--- src/rtl/alls_pkg.sv ---
// ----------------------------------------------------------------------------
// alls_pkg
// Shared types, constants and request/response structs of the ambient light
// level scaler.
// ----------------------------------------------------------------------------
package alls_pkg;

  localparam int unsigned SLOTS     = 4;
  localparam int unsigned NWEIGHTS  = 4;
  localparam int unsigned NTERMS    = (SLOTS < NWEIGHTS) ? SLOTS : NWEIGHTS;
  localparam int unsigned SLOT_W    = (SLOTS > 1) ? $clog2(SLOTS) : 1;
  localparam int unsigned WIDX_W    = (NWEIGHTS > 1) ? $clog2(NWEIGHTS) : 1;

  localparam int unsigned LIGHT_W   = 10;
  localparam int unsigned WEIGHT_W  = 9;
  localparam int unsigned FRAC_W    = 8;
  localparam int unsigned REF_W     = LIGHT_W + FRAC_W;
  localparam int unsigned LEVEL_W   = 3;
  localparam int unsigned NUM_W     = LIGHT_W + 11;
  localparam int unsigned ACC_W     = 21;
  localparam int unsigned CFG_IDX_W = 2;

  localparam int unsigned DIGIT_W   = 2;
  localparam int unsigned NDIGITS   = (WEIGHT_W + DIGIT_W - 1) / DIGIT_W;
  localparam int unsigned DCNT_W    = $clog2(NDIGITS);
  localparam int unsigned PART_W    = LIGHT_W + DIGIT_W;
  localparam int unsigned QCNT_W    = $clog2(LEVEL_W);

  typedef logic [LIGHT_W-1:0]  light_t;
  typedef logic [WEIGHT_W-1:0] weight_t;
  typedef logic [REF_W-1:0]    ref_t;
  typedef logic [LEVEL_W-1:0]  level_t;
  typedef logic [SLOT_W-1:0]   slot_t;
  typedef logic [NUM_W-1:0]    num_t;
  typedef logic [ACC_W-1:0]    acc_t;

  localparam ref_t    REF_MAX      = {REF_W{1'b1}};
  localparam weight_t WEIGHT_RESET = WEIGHT_W'(64);
  localparam logic    MODE_SAMPLE  = 1'b0;
  localparam logic    MODE_PERIOD  = 1'b1;

  typedef enum logic [CFG_IDX_W-1:0] {
    CFG_W_NEWEST        = 2'd0,
    CFG_W_OLDEST        = 2'd1,
    CFG_W_SECOND_OLDEST = 2'd2,
    CFG_W_THIRD_OLDEST  = 2'd3
  } cfg_idx_e;

  typedef enum logic [1:0] {
    ST_IDLE,
    ST_DIV,
    ST_SUM,
    ST_DONE
  } state_e;

  typedef struct packed {
    logic start;
    num_t num;
    ref_t den;
  } div_req_t;

  typedef struct packed {
    logic   done;
    level_t quo;
  } div_rsp_t;

  typedef struct packed {
    logic  start;
    slot_t ptr;
  } sum_req_t;

  typedef struct packed {
    logic done;
    ref_t sum;
  } sum_rsp_t;

endpackage

--- src/rtl/alls_in_if.sv ---
// ----------------------------------------------------------------------------
// alls_in_if
// Request channel into the scaler: mode and light reading.
// ----------------------------------------------------------------------------
interface alls_in_if;
  import alls_pkg::*;

  logic   valid;
  logic   ready;
  logic   mode;
  light_t light;

  modport source (output valid, output mode, output light, input ready);
  modport sink (input valid, input mode, input light, output ready);

endinterface

--- src/rtl/alls_out_if.sv ---
// ----------------------------------------------------------------------------
// alls_out_if
// Result channel out of the scaler: level, change flag and reference peak.
// ----------------------------------------------------------------------------
interface alls_out_if;
  import alls_pkg::*;

  logic   valid;
  logic   ready;
  level_t level;
  logic   level_changed;
  light_t reference_peak;

  modport source (output valid, output level, output level_changed,
                  output reference_peak, input ready);
  modport sink (input valid, input level, input level_changed,
                input reference_peak, output ready);

endinterface

--- src/rtl/ambient_light_level_scaler.sv ---
// ----------------------------------------------------------------------------
// ambient_light_level_scaler
// Brightness level from ambient light against a reference peak that tracks
// the running peak and a weighted history of period peaks.
// ----------------------------------------------------------------------------
// Light sample: the 3-step quotient loop runs before the result is ready (a
//   zero reference skips it); the next request is taken once the result is loaded.
// Period end: the 4-slot by 5-digit weighted sum runs before the result is
//   ready; the next request is taken once the result is loaded.
// A waiting result sits in the output register while the next request enters.
// Reset clears the peaks, pointer, reference and level; weights go to 64.
module ambient_light_level_scaler (
  input  logic                       clk_i,
  input  logic                       rst_ni,
  alls_in_if.sink                    in_if,
  alls_out_if.source                 out_if,
  input  logic                       cfg_we_i,
  input  logic [alls_pkg::CFG_IDX_W-1:0] cfg_idx_i,
  input  alls_pkg::weight_t          cfg_data_i
);
  import alls_pkg::*;

  state_e   state_q, state_d;
  weight_t  weights_q [NWEIGHTS];
  light_t   peaks_q [SLOTS];
  slot_t    ptr_q;
  light_t   run_q;
  ref_t     ref_q;
  level_t   lvl_q;
  logic     chg_q;
  logic     out_valid_q;
  level_t   out_level_q;
  logic     out_chg_q;
  light_t   out_ref_q;

  logic     in_ready;
  logic     in_acc;
  logic     is_period;
  logic     out_free;
  logic     out_load;
  light_t   run_new;
  ref_t     ref_cand;
  ref_t     ref_new;
  slot_t    ptr_new;
  div_req_t div_req;
  div_rsp_t div_rsp;
  sum_req_t sum_req;
  sum_rsp_t sum_rsp;

  assign in_acc    = in_if.valid & in_ready;
  assign is_period = in_if.mode == MODE_PERIOD;
  assign out_free  = !out_valid_q || out_if.ready;

  always_comb begin
    run_new  = (in_if.light > run_q) ? in_if.light : run_q;
    ref_cand = {run_new, {FRAC_W{1'b0}}};
    ref_new  = (ref_cand > ref_q) ? ref_cand : ref_q;
    ptr_new  = (ptr_q == SLOT_W'(SLOTS - 1)) ? '0 : ptr_q + 1'b1;
  end

  always_comb begin
    state_d = state_q;
    unique case (state_q)
      ST_IDLE: begin
        if (in_acc) begin
          if (is_period) begin
            state_d = ST_SUM;
          end else if (ref_new == '0) begin
            state_d = ST_DONE;
          end else begin
            state_d = ST_DIV;
          end
        end
      end
      ST_DIV: begin
        if (div_rsp.done) state_d = ST_DONE;
      end
      ST_SUM: begin
        if (sum_rsp.done) state_d = ST_DONE;
      end
      ST_DONE: begin
        if (out_free) state_d = ST_IDLE;
      end
      default: state_d = ST_IDLE;
    endcase
  end

  always_comb begin
    in_ready = 1'b0;
    out_load = 1'b0;
    unique case (state_q)
      ST_IDLE: in_ready = 1'b1;
      ST_DONE: out_load = out_free;
      default: ;
    endcase
    div_req.start = in_acc && !is_period && (ref_new != '0);
    div_req.num   = {in_if.light, 11'b0} - NUM_W'({in_if.light, {FRAC_W{1'b0}}});
    div_req.den   = ref_new;
    sum_req.start = in_acc && is_period;
    sum_req.ptr   = ptr_new;
  end

  alls_div u_div (
    .clk_i  (clk_i),
    .rst_ni (rst_ni),
    .req_i  (div_req),
    .rsp_o  (div_rsp)
  );

  alls_wsum u_wsum (
    .clk_i     (clk_i),
    .rst_ni    (rst_ni),
    .req_i     (sum_req),
    .peaks_i   (peaks_q),
    .weights_i (weights_q),
    .rsp_o     (sum_rsp)
  );

  always_ff @(posedge clk_i or negedge rst_ni) begin
    if (!rst_ni) begin
      for (int i = 0; i < NWEIGHTS; i++) weights_q[i] <= WEIGHT_RESET;
    end else if (cfg_we_i) begin
      unique case (cfg_idx_e'(cfg_idx_i))
        CFG_W_NEWEST:        weights_q[CFG_W_NEWEST]        <= cfg_data_i;
        CFG_W_OLDEST:        weights_q[CFG_W_OLDEST]        <= cfg_data_i;
        CFG_W_SECOND_OLDEST: weights_q[CFG_W_SECOND_OLDEST] <= cfg_data_i;
        CFG_W_THIRD_OLDEST:  weights_q[CFG_W_THIRD_OLDEST]  <= cfg_data_i;
        default: ;
      endcase
    end
  end

  always_ff @(posedge clk_i or negedge rst_ni) begin
    if (!rst_ni) begin
      state_q     <= ST_IDLE;
      for (int i = 0; i < SLOTS; i++) peaks_q[i] <= '0;
      ptr_q       <= '0;
      run_q       <= '0;
      ref_q       <= '0;
      lvl_q       <= '0;
      chg_q       <= 1'b0;
      out_valid_q <= 1'b0;
    end else begin
      state_q <= state_d;
      if (in_acc) begin
        if (is_period) begin
          ptr_q          <= ptr_new;
          peaks_q[ptr_new] <= run_q;
          run_q          <= in_if.light;
          chg_q          <= 1'b0;
        end else begin
          run_q <= run_new;
          ref_q <= ref_new;
          if (ref_new == '0) begin
            lvl_q <= '0;
            chg_q <= lvl_q != '0;
          end
        end
      end
      if (state_q == ST_DIV && div_rsp.done) begin
        lvl_q <= div_rsp.quo;
        chg_q <= div_rsp.quo != lvl_q;
      end
      if (state_q == ST_SUM && sum_rsp.done) begin
        ref_q <= sum_rsp.sum;
      end
      if (out_load) begin
        out_valid_q <= 1'b1;
      end else if (out_if.ready) begin
        out_valid_q <= 1'b0;
      end
    end
  end

  always_ff @(posedge clk_i) begin
    if (out_load) begin
      out_level_q <= lvl_q;
      out_chg_q   <= chg_q;
      out_ref_q   <= ref_q[REF_W-1:FRAC_W];
    end
  end

  assign in_if.ready           = in_ready;
  assign out_if.valid          = out_valid_q;
  assign out_if.level          = out_level_q;
  assign out_if.level_changed  = out_chg_q;
  assign out_if.reference_peak = out_ref_q;

endmodule

--- src/rtl/alls_div.sv ---
// ----------------------------------------------------------------------------
// alls_div
// Restoring divider giving one quotient bit per cycle for the level.
// ----------------------------------------------------------------------------
module alls_div (
  input  logic              clk_i,
  input  logic              rst_ni,
  input  alls_pkg::div_req_t req_i,
  output alls_pkg::div_rsp_t rsp_o
);
  import alls_pkg::*;

  logic               busy_q, busy_d;
  logic               done_q, done_d;
  num_t               rem_q, rem_d;
  ref_t               den_q, den_d;
  logic [QCNT_W-1:0]  cnt_q, cnt_d;
  level_t             quo_q, quo_d;
  num_t               den_sh;
  logic               fits;

  always_comb begin
    den_sh = NUM_W'(den_q) << cnt_q;
    fits   = rem_q >= den_sh;
    busy_d = busy_q;
    done_d = 1'b0;
    rem_d  = rem_q;
    den_d  = den_q;
    cnt_d  = cnt_q;
    quo_d  = quo_q;
    if (req_i.start) begin
      busy_d = 1'b1;
      rem_d  = req_i.num;
      den_d  = req_i.den;
      cnt_d  = QCNT_W'(LEVEL_W - 1);
      quo_d  = '0;
    end else if (busy_q) begin
      if (fits) begin
        rem_d = rem_q - den_sh;
      end
      quo_d = {quo_q[LEVEL_W-2:0], fits};
      cnt_d = cnt_q - 1'b1;
      if (cnt_q == '0) begin
        busy_d = 1'b0;
        done_d = 1'b1;
      end
    end
  end

  always_ff @(posedge clk_i or negedge rst_ni) begin
    if (!rst_ni) begin
      busy_q <= 1'b0;
      done_q <= 1'b0;
      cnt_q  <= '0;
    end else begin
      busy_q <= busy_d;
      done_q <= done_d;
      cnt_q  <= cnt_d;
    end
  end

  always_ff @(posedge clk_i) begin
    rem_q <= rem_d;
    den_q <= den_d;
    quo_q <= quo_d;
  end

  assign rsp_o.done = done_q;
  assign rsp_o.quo  = quo_q;

endmodule

--- src/rtl/alls_wsum.sv ---
// ----------------------------------------------------------------------------
// alls_wsum
// Weighted sum of the stored period peaks, one two-bit weight digit per
// cycle, saturated to the reference range.
// ----------------------------------------------------------------------------
module alls_wsum (
  input  logic              clk_i,
  input  logic              rst_ni,
  input  alls_pkg::sum_req_t req_i,
  input  alls_pkg::light_t  peaks_i [alls_pkg::SLOTS],
  input  alls_pkg::weight_t weights_i [alls_pkg::NWEIGHTS],
  output alls_pkg::sum_rsp_t rsp_o
);
  import alls_pkg::*;

  logic                        busy_q, busy_d;
  logic                        done_q, done_d;
  slot_t                       ptr_q, ptr_d;
  logic [WIDX_W-1:0]           term_q, term_d;
  logic [DCNT_W-1:0]           dig_q, dig_d;
  acc_t                        acc_q, acc_d;
  ref_t                        sum_q, sum_d;
  logic [SLOT_W:0]             slot_raw;
  slot_t                       slot;
  logic [NDIGITS*DIGIT_W-1:0]  w_ext;
  logic [DIGIT_W-1:0]          digit;
  logic [PART_W-1:0]           part;
  acc_t                        addend;
  acc_t                        acc_new;
  logic                        last_dig;
  logic                        last_term;

  always_comb begin
    slot_raw = (SLOT_W+1)'(ptr_q) + (SLOT_W+1)'(term_q);
    if (slot_raw >= (SLOT_W+1)'(SLOTS)) begin
      slot_raw = slot_raw - (SLOT_W+1)'(SLOTS);
    end
    slot      = slot_raw[SLOT_W-1:0];
    w_ext     = (NDIGITS*DIGIT_W)'(weights_i[term_q]);
    digit     = w_ext[dig_q*DIGIT_W +: DIGIT_W];
    part      = PART_W'(peaks_i[slot]) * PART_W'(digit);
    addend    = ACC_W'(part) << (dig_q * DIGIT_W);
    acc_new   = acc_q + addend;
    last_dig  = dig_q == DCNT_W'(NDIGITS - 1);
    last_term = term_q == WIDX_W'(NTERMS - 1);
  end

  always_comb begin
    busy_d = busy_q;
    done_d = 1'b0;
    ptr_d  = ptr_q;
    term_d = term_q;
    dig_d  = dig_q;
    acc_d  = acc_q;
    sum_d  = sum_q;
    if (req_i.start) begin
      busy_d = 1'b1;
      ptr_d  = req_i.ptr;
      term_d = '0;
      dig_d  = '0;
      acc_d  = '0;
    end else if (busy_q) begin
      acc_d = acc_new;
      if (last_dig) begin
        dig_d  = '0;
        term_d = term_q + 1'b1;
        if (last_term) begin
          busy_d = 1'b0;
          done_d = 1'b1;
          sum_d  = (acc_new > ACC_W'(REF_MAX)) ? REF_MAX : acc_new[REF_W-1:0];
        end
      end else begin
        dig_d = dig_q + 1'b1;
      end
    end
  end

  always_ff @(posedge clk_i or negedge rst_ni) begin
    if (!rst_ni) begin
      busy_q <= 1'b0;
      done_q <= 1'b0;
      term_q <= '0;
      dig_q  <= '0;
    end else begin
      busy_q <= busy_d;
      done_q <= done_d;
      term_q <= term_d;
      dig_q  <= dig_d;
    end
  end

  always_ff @(posedge clk_i) begin
    ptr_q <= ptr_d;
    acc_q <= acc_d;
    sum_q <= sum_d;
  end

  assign rsp_o.done = done_q;
  assign rsp_o.sum  = sum_q;

endmodule

--- src/flat_wrapper.sv ---
// flat-port wrapper written by rule: the top's interface ports become plain ports
module ambient_light_level_scaler_flat import alls_pkg::*;
  (clk_i, rst_ni, cfg_we_i, cfg_idx_i, cfg_data_i, in_if_valid, in_if_mode, in_if_light, in_if_ready, out_if_valid, out_if_level, out_if_level_changed, out_if_reference_peak, out_if_ready);
  alls_in_if in_if_i ();
  alls_out_if out_if_i ();
  input  logic clk_i;
  input  logic rst_ni;
  input  logic cfg_we_i;
  input  logic [alls_pkg::CFG_IDX_W-1:0] cfg_idx_i;
  input  alls_pkg::weight_t cfg_data_i;
  input wire logic [$bits(in_if_i.valid)-1:0] in_if_valid;
  input wire logic [$bits(in_if_i.mode)-1:0] in_if_mode;
  input wire logic [$bits(in_if_i.light)-1:0] in_if_light;
  output wire logic [$bits(in_if_i.ready)-1:0] in_if_ready;
  output wire logic [$bits(out_if_i.valid)-1:0] out_if_valid;
  output wire logic [$bits(out_if_i.level)-1:0] out_if_level;
  output wire logic [$bits(out_if_i.level_changed)-1:0] out_if_level_changed;
  output wire logic [$bits(out_if_i.reference_peak)-1:0] out_if_reference_peak;
  input wire logic [$bits(out_if_i.ready)-1:0] out_if_ready;
  assign in_if_i.valid = in_if_valid;
  assign in_if_i.mode = in_if_mode;
  assign in_if_i.light = in_if_light;
  assign in_if_ready = in_if_i.ready;
  assign out_if_valid = out_if_i.valid;
  assign out_if_level = out_if_i.level;
  assign out_if_level_changed = out_if_i.level_changed;
  assign out_if_reference_peak = out_if_i.reference_peak;
  assign out_if_i.ready = out_if_ready;
  ambient_light_level_scaler u_core (.clk_i(clk_i), .rst_ni(rst_ni), .in_if(in_if_i), .out_if(out_if_i), .cfg_we_i(cfg_we_i), .cfg_idx_i(cfg_idx_i), .cfg_data_i(cfg_data_i));
endmodule
--- config.mk ---
export PLATFORM = sky130hd
export DESIGN_NAME = ambient_light_level_scaler_flat
export DESIGN_NICKNAME = d
export VERILOG_FILES = /design/src/rtl/alls_pkg.sv /design/src/rtl/alls_in_if.sv /design/src/rtl/alls_out_if.sv /design/src/rtl/ambient_light_level_scaler.sv /design/src/rtl/alls_div.sv /design/src/rtl/alls_wsum.sv /design/src/flat_wrapper.sv
export SDC_FILE = /design/constraint.sdc
export NUM_CORES = 1
export LEC_CHECK = 0
export ABC_AREA = 1
export BUFFER_PORTS_ARGS = -buffer_cell sky130_fd_sc_hd__buf_2
export CAP_MARGIN = 20
export CORE_AREA = 2 2 238 123
export CTS_BUF_LIST = sky130_fd_sc_hd__clkbuf_8
export DETAILED_ROUTE_END_ITERATION = 6
export DIE_AREA = 0 0 240 125
export GPL_TIMING_DRIVEN = 0
export PLACE_DENSITY = 0.65
export SETUP_SLACK_MARGIN = 0.3
export SYNTH_ARGS = -nofsm -noshare
export SYNTH_HDL_FRONTEND = slang
export SYNTH_SLANG_ARGS = --single-unit
--- constraint.sdc ---
create_clock -name clk_i -period 12.8 [get_ports clk_i]
set_input_delay 1.28 -clock clk_i [delete_from_list [all_inputs] [get_ports clk_i]]
set_output_delay 1.28 -clock clk_i [all_outputs]
set_load 0.1 [all_outputs]
==> results of run 1 <==
## placed cells by master, fill, tap and decap left out, drive strengths merged, types with 5 or more instances in the layout
cell	Yosys	routed
a22oi	5	5
o21ai	207	207
o221ai	10	10
ha	91	91
edfxtp	73	73
dfrtp	120	120
o22ai	7	7
nand2	456	456
dfxtp	24	24
mux2i	15	15
o211ai	23	23
nand3	118	118
xnor2	22	22
nand4	13	13
a21oi	69	69
xor2	32	32
a31oi	5	5
clkinv	4	7
clkbuf	47	89
nor2	119	119
a21o	6	6
buf	9	54
nor3	12	12
mux2	7	7
nor4	5	5
inv	170	182
o31ai	5	5
## how the worst max path moves through the flow
stage                                              startpoint                                    end  slack (ps)  cells past startpoint
after global routing      u_core.u_wsum.term_q[0]$_DFFE_PN0P_  u_core.u_wsum.sum_q[13]$_SDFFCE_PN1P_        4610                     27
final                     u_core.u_wsum.term_q[0]$_DFFE_PN0P_  u_core.u_wsum.sum_q[13]$_SDFFCE_PN1P_        5120                     25
after detailed placement  u_core.u_wsum.term_q[0]$_DFFE_PN0P_  u_core.u_wsum.sum_q[13]$_SDFFCE_PN1P_        5420                     27
after floorplan           u_core.u_wsum.term_q[0]$_DFFE_PN0P_  u_core.u_wsum.sum_q[10]$_SDFFCE_PN1P_        7120                     29
after CTS                 u_core.u_wsum.term_q[0]$_DFFE_PN0P_  u_core.u_wsum.sum_q[13]$_SDFFCE_PN1P_        5370                     27
after global placement    u_core.u_wsum.term_q[0]$_DFFE_PN0P_   u_core.u_wsum.sum_q[7]$_SDFFCE_PN1P_        5530                     25
## cell type report
| type | count | area (um^2) | area share |
|---|---|---|---|
| clock inverters | 21 | 173 | 0.0113 |
| multi-input cells | 1256 | 7030 | 0.461 |
| well taps | 391 | 489 | 0.0321 |
| flip-flops and latches | 221 | 5780 | 0.379 |
| inverters | 174 | 656 | 0.0430 |
| clock buffers | 42 | 578 | 0.0379 |
| repair buffers | 45 | 270 | 0.0177 |
| plain buffers | 56 | 264 | 0.0173 |
## state kept, by name, indices dropped and copies added, names as in the netlist, 3 cells and up
signal and cells:
u_core.ref_q 18, u_core.u_div.rem_q 21, u_core.u_wsum.dig_q 3, u_core.weights_q 36, u_core.u_div.quo_q 3, u_core.run_q 10, u_core.u_wsum.sum_q 18, u_core.peaks_q 40
u_core.out_if.level 3, u_core.out_if.reference_peak 10, u_core.u_wsum.acc_q 21, u_core.lvl_q 3, u_core.u_div.den_q 18
## through the flow
step | setup WS [ps] | cell area (um^2) | util | cells | hold WS, ps
finish | 5120 | 15200 | 0.541 | 2206 | 459
global route | 4610 | 15200 | 0.541 | 2206 | 475
CTS | 5370 | 15200 | 0.541 | 2206 | 459
detailed placement | 5420 | 14500 | 0.514 | 2143 | 445
global placement | 5530 | 14400 | 0.512 | 2140 | 442
floorplan | 7120 | 13700 | - | 1707 | 425
## per-layer routing
metal  share of wire  up-vias  wire, um  global-route usage
li1                -     5929         -                   -
met1            0.54     5823     21900               0.480
met2            0.33      539     13700               0.309
met3            0.12       33      4920              0.0974
met4          0.0082        0       333              0.0409
met5               0        -         0                   0
## critical path: stages, from the launching register on
cell and delay, ps:
dfrtp_1 420, ha_1 290, clkbuf_1 240, clkbuf_1 530
clkbuf_1 540, o211ai_1 180, o21ai_0 100, inv_1 80
nor2_1 120, ha_1 240, inv_1 70, fa_1 410
o31ai_1 340, xor2_1 470, mux2i_1 190, o21ai_0 420
o21ai_0 150, ha_1 400, nand2_1 180, nor4_1 570
nand4_1 190, nand3_1 150, xor2_1 90, nor2_1 470
clkbuf_1 420, nand3_1 150
## logic make-up after synthesis
family / Yosys count / synth area share
buffers and inverters: 230 / 0.0670
adders and majority gates: 94 / 0.0873
AOI/OAI and AO/OA: 357 / 0.146
and+or+nand+nor: 729 / 0.227
xor gates and xnor gates: 54 / 0.0344
muxes: 22 / 0.0167
DFF: 221 / 0.421
==> impl_metrics.toml, run 1 <==
[status]
status = "finished, final reports clean"

[final_layout]
antennaDiodeCount = 0
areaGrowthSynthToFinish_pct = 11.0
fillers = 2714
drive_gt1_frac = 0.0837
final_nets = 1910

[global_routing]
antenna_found_initial = 0
grt_pass1_vias = 11300
grt_pass1_wl_um = 63500
grt_max_degree = 92
grt_use_total = 0.275
grt.overflow.total = 0

[yosys]
yosysMostFrequentCell = "nand2_1"
postSynthCellCount = 1707
async_flop_share = 0.561
syn_area_mm2 = 0.0137
syn-num-nets = 1828
synthFlopType = "dfrtp_1"
yosys_warnings = 0
avgSynthCellArea_um2 = 8.04
yosysTopAreaCell = "dfrtp_1"
netlist_top_cells_area = "dfrtp_1 22%, edfxtp_1 16%, nand2_1 12%, ha_1 8.3%, o21ai_0 7.2%"
synth_edf_count = 73
yosys-top-cells-count = "446 x nand2_1, 197 x o21ai_0, 169 x inv_1, 120 x dfrtp_1, 116 x nand3_1"
synth-seq-cells = 221
yosysUniqueCellTypes = 57
synth_top_area_frac = 0.219
ys_seq_area_frac = 0.421

[routing]
first_pass_iters = 7
first_iter_violations = 1492
drc_errors = 0
wl_per_cell_um = 18.5
vias_per_cell = 5.59
vias = 12300
wl_um = 40800
ant_nets = 0

[place]
routabilityCongestion = 0.952
dp_hpwl_um = 31700
numPortBuffers = 42

[floorplan]
core_region_area_mm2 = 0.0282
initial_core_util = 0.487
die_x_um = 240
io_pins = 43
dieArea_mm2 = 0.0300
fp.dieH_um = 125
rows = 44

[cts]
root_buffer = "clkbuf_8"
htreeDepth = 2
cts_tree = "done"
cts_setup_buffers = 0
hold_buffers = 0
clockBufferDepth = 3
cts.repair.resized = 0
clock-sinks = 221
cts-buffers-inserted = 35
clock_latency_ps = 560
clkSlewWorstSetupHoldPaths_ps = 70

[timing]
min_period_over_period = 0.600
hold_viol_final = 0
worst_pin_slew_ps = 1010
slew_headroom = 0.323
slew_viol_final = 0
rsz0062_at_grt = "false"
setup_viol = 0
fin_worst_skew_ps = 25.7
max_freq_ghz = 0.130
finalSetupTns_ps = 0
fin_crit_ps = 7680

[hold_path]
hold_start = "u_core.u_wsum.acc_q[20]$_SDFFE_PP0P_"
hp-class = "reg2reg"
hold_depth = 2
whs_endpoint = "u_core.u_wsum.acc_q[20]$_SDFFE_PP0P_"

[worst_setup_path]
setup.worst_path.end_class = "register"
timing.rr.end = "u_core.u_wsum.sum_q[13]$_SDFFCE_PN1P_"
cp_max_fo = 10
crit_type = "reg2reg"
worstSetupStartpointType = "register"
crit_required_ps = 13080
cp.arrival_ps = 7960
r2r_slack_ps = 5120
reg2reg_depth = 25
r2r-start = "u_core.u_wsum.term_q[0]$_DFFE_PN0P_"

[flow_run]
maxCapViolCount = 0
Power of run 1 is not shown: default switching activity piles up to over one toggle a cycle in this logic, so the estimate is an artifact.
==> inputs of run 2 (changes only) <==
Settings changed: PLACE_DENSITY 0.65 to 0.67.
Clock period 12.8 ns to 6.2 ns, I/O delays scaled along.
==> impl_metrics.toml, run 2 (synthesized netlist as in run 1, its figures left out) <==
[status]
status = "finished, final reports clean"

[place]
routabilityCongestion = 0.980
dp_hpwl_um = 31500
place_ws_ps = -1100
numPortBuffers = 42

[final_layout]
largest_reg_flops = 40
final_cell_mix = "441 x nand2_1, 185 x inv_1, 182 x o21ai_0, 119 x dfrtp_1, 114 x nand3_1"
antennaDiodeCount = 0
areaGrowthSynthToFinish_pct = 13.9
top_regs = "u_core.peaks_q (40), u_core.weights_q (36)"
top_register = "u_core.peaks_q"
mostFrequentLayoutCell = "nand2_1"
multi_input_area_mm2 = 0.00733
final_nets = 1920
drive_gt1_frac = 0.118
seq_area_mm2 = 0.00578
fillers = 2644

[timing]
fin_crit_ps = 5670
slew_viol_final = 0
worst_pin_slew_ps = 931
setup_viol = 0
max_freq_ghz = 0.176
fin_worst_skew_ps = 25.6
hold_viol_final = 0
slew_headroom = 0.377
min_period_over_period = 0.915
finalSetupTns_ps = 0
rsz0062_at_grt = "false"
setup_ws_ps = 530

[cts]
clkSlewWorstSetupHoldPaths_ps = 70
htreeDepth = 2
root_buffer = "clkbuf_8"
cts_tree = "done"
clock-sinks = 221
clock_latency_ps = 560
cts-buffers-inserted = 35
clockBufferDepth = 3

[worst_setup_path]
crit_top_cell = "nand2_1"
cp_max_fo = 9
max_stage_delay_ps = 460
worstSetupStartpointType = "register"
crit_required_ps = 6510
r2r_slack_ps = 530
cp.arrival_ps = 5980
crit_type = "reg2reg"
setup.worst_path.end_class = "register"
slowest_stage = "fa_2"

[routing]
wl_um = 41200
wl_per_cell_um = 18.6
first_pass_iters = 6
ant_nets = 0
vias = 12500
first_iter_violations = 1466
vias_per_cell = 5.66
drc_errors = 0

[floorplan]
die_x_um = 240
rows = 44
initial_core_util = 0.487
dieArea_mm2 = 0.0300
fp.dieH_um = 125
io_pins = 43
core_region_area_mm2 = 0.0282

[global_routing]
grt.overflow.total = 0
grt.busiest_layer = "met1"
grt_max_degree = 83
grtUsageMet3 = 0.0996
met2_usage = 0.308
grt_use_total = 0.275
grt_pass1_vias = 11400
met1_usage = 0.476
grt_pass1_wl_um = 63800
antenna_found_initial = 0

[flow_run]
maxCapViolCount = 0

[hold_path]
hp-class = "in2reg"
[run 2: metal layers]
| layer | share of wire | vias up |
|---|---|---|
| li1 | - | 5956 |
| met1 | 0.53 | 6020 |
| met2 | 0.34 | 521 |
| met3 | 0.13 | 44 |
| met4 | 0.010 | 0 |
| met5 | 0 | - |
[run 2: worst paths after layout]
| kind | startpoint | end | depth (start not counted) |
|---|---|---|---|
| setup / recovery | u_core.u_wsum.term_q[1]$_DFFE_PN0P_ | u_core.u_wsum.sum_q[16]$_SDFFCE_PN1P_ | 29 |
| hold / removal | out_if_ready | u_core.out_if.valid$_DFFE_PN0P_ | 4 |
| setup reg to reg | u_core.u_wsum.term_q[1]$_DFFE_PN0P_ | u_core.u_wsum.sum_q[16]$_SDFFCE_PN1P_ | 29 |
| hold reg to reg | u_core.chg_q$_DFFE_PN0P_ | u_core.out_if.level_changed$_DFFE_PP_ | 0 |
| max in group asynchronous | rst_ni | u_core.peaks_q[4]$_DFFE_PN0P_ | 3 |
| min in group asynchronous | rst_ni | u_core.weights_q[26]$_DFFE_PN0P_ | 2 |
[run 2: through the flow]
stage,cell area [um^2],hold slack [ps],util,std cells
after detailed placement,14500,444,0.514,2143
final,15600,334,0.555,2217
after global routing,15600,354,0.555,2217
after global placement,14400,439,0.512,2140
after floorplan,13700,324,-,1707
after CTS,15300,305,0.543,2210
[run 2: repair_timing]
item,in CTS,in global routing
hold buffers,1,0
setup buffers,2,6
setup endpoints to repair,30,27
resized for setup,35,67
hold endpoints to repair,12,0
pin swaps,6,21
[run 2: layout make-up]
type | instances | area share
tap | 391 | 0.0313
multi-input combinational | 1256 | 0.469
inverter | 174 | 0.0422
sequential | 221 | 0.370
timing repair buffer | 55 | 0.0235
buffer | 56 | 0.0199
clock inverter | 25 | 0.0103
clock buffer | 39 | 0.0343
[run 2: critical path: cells and delay by family, from the launching register on]
kind / cells / cell delay [ps]
XOR/XNOR: 2 / 320
adder cells (fa/ha/maj): 3 / 990
AO/OA/AOI/OAI: 9 / 1750
AND/OR/NAND/NOR: 9 / 980
buffers and inverters: 5 / 690
multiplexers: 1 / 270
flip-flops: 1 / 430
Power of run 2 is left out for the same reason.
==> inputs of run 3 (changes only) <==
Settings changed: REMOVE_ABC_BUFFERS from default to 1.
==> impl_metrics.toml, run 3 (synthesized netlist as in run 1, its figures left out) <==
[cts]
cts-buffers-inserted = 36
clock-sinks = 221
clockBufferDepth = 3
clock_latency_ps = 570
clkSlewWorstSetupHoldPaths_ps = 60
cts_tree = "done"
htreeDepth = 2
root_buffer = "clkbuf_8"

[final_layout]
top_regs = "u_core.peaks_q (40), u_core.weights_q (36)"
final_cell_mix = "443 x nand2_1, 186 x o21ai_0, 173 x inv_1, 115 x nand3_1, 115 x dfrtp_1"
areaGrowthSynthToFinish_pct = 12.0
seq_area_mm2 = 0.00579
top_register = "u_core.peaks_q"
drive_gt1_frac = 0.115
largest_reg_flops = 40
multi_input_area_mm2 = 0.00721
antennaDiodeCount = 0
fillers = 2653
final_nets = 1878
instances_no_fill = 2176
mostFrequentLayoutCell = "nand2_1"

[timing]
worst_pin_slew_ps = 828
finalSetupTns_ps = 0
max_freq_ghz = 0.178
slew_viol_final = 0
slew_headroom = 0.447
rsz0062_at_grt = "true"
fin_worst_skew_ps = 23.9
setup_ws_ps = 594
min_period_over_period = 0.904
hold_viol_final = 0
fin_crit_ps = 5610
setup_viol = 0

[worst_setup_path]
cp_num_buf_inv = 4
max_stage_delay_ps = 560
slowest_stage = "dfrtp_4"
cp_max_fo = 9
crit_type = "reg2reg"
worstSetupStartpointType = "register"
crit_required_ps = 6500
crit_top_cell = "nand2_1"
setup.worst_path.end_class = "register"
critPathTopFamily = "simple AND/OR/NAND/NOR gates"
cp.arrival_ps = 5900

[place]
routabilityCongestion = 0.975
place_inst = 2091
numPortBuffers = 42
place_ws_ps = -1030
dp_hpwl_um = 28100

[floorplan]
io_pins = 43
rows = 44
dieArea_mm2 = 0.0300
fp.dieH_um = 125
core_region_area_mm2 = 0.0282
die_x_um = 240
initial_core_util = 0.487

[status]
status = "finished, final reports clean"

[global_routing]
grt_pass1_wl_um = 60400
grt_use_total = 0.256
grt_pass1_vias = 11000
grt_max_degree = 89
grt.overflow.total = 0
antenna_found_initial = 0

[flow_run]
maxCapViolCount = 0

[routing]
wl_per_cell_um = 17.8
top_layer_used = "met4"
dr_wl_met3_um = 4540
ant_nets = 0
wl_met2_um = 13500
vias_per_cell = 5.61
wl_um = 38600
first_pass_iters = 6
vias = 12200
first_iter_violations = 1551
drc_errors = 0
wl_met1_um = 20200

[hold_path]
hp-class = "in2reg"
## run 3: final cells by class
| cell class | instances | share of cell area |
|---|---|---|
| timing repair buffer | 66 | 0.0295 |
| clock inverter | 20 | 0.00830 |
| sequential | 221 | 0.377 |
| clock buffer | 46 | 0.0412 |
| multi-input combinational | 1258 | 0.469 |
| inverter | 174 | 0.0434 |
| tap | 391 | 0.0318 |
## run 3: per-layer routing
layer	vias up	GRT usage
li1	5857	-
met1	5759	0.438
met2	561	0.302
met3	39	0.0755
met4	0	0.0471
met5	-	0
## run 3: worst reg2reg max path: cells and delay by family, from the launching register on
family	cells	cell delay, ps
compound gates	7	1410
xor+xnor	2	380
fa+ha+maj	2	650
buf+inv	4	710
flops	1	560
mux	1	170
simple gates	15	1480
## run 3: per-stage QoR
stage	utilization	instance area, um^2	hold slack [ps]
after detailed placement	0.506	14300	444
after global routing	0.546	15400	350
after CTS	0.536	15100	289
after floorplan	-	13500	324
after global placement	0.503	14200	438
final	0.546	15400	319
## run 3: final timing paths
check,startpoint,end,slack [ps],cells after the start
max in group asynchronous,rst_ni,u_core.peaks_q[24]$_DFFE_PN0P_,4870,3
worst max register to register,u_core.u_wsum.term_q[0]$_DFFE_PN0P_,u_core.u_wsum.sum_q[1]$_SDFFCE_PN1P_,590,31
min in group asynchronous,rst_ni,u_core.u_wsum.done_q$_DFF_PN0_,540,2
worst min-delay path,out_if_ready,u_core.out_if.valid$_DFFE_PN0P_,320,4
worst max-delay path,u_core.u_wsum.term_q[0]$_DFFE_PN0P_,u_core.u_wsum.sum_q[1]$_SDFFCE_PN1P_,590,31
worst min register to register,u_core.u_wsum.acc_q[20]$_SDFFE_PP0P_,u_core.u_wsum.acc_q[20]$_SDFFE_PP0P_,450,2
## run 3: repair_timing
| action | 4_1_cts | 5_1_grt |
|---|---|---|
| cloned | 0 | 2 |
| hold endpoints to repair | 36 | 0 |
| gates resized for setup | 19 | 41 |
| hold buffers | 1 | 0 |
| endpoints found under the setup margin | 50 | 51 |
| pin swaps | 1 | 9 |
| setup buffers | 1 | 15 |
Power of run 3 is left out for the same reason.
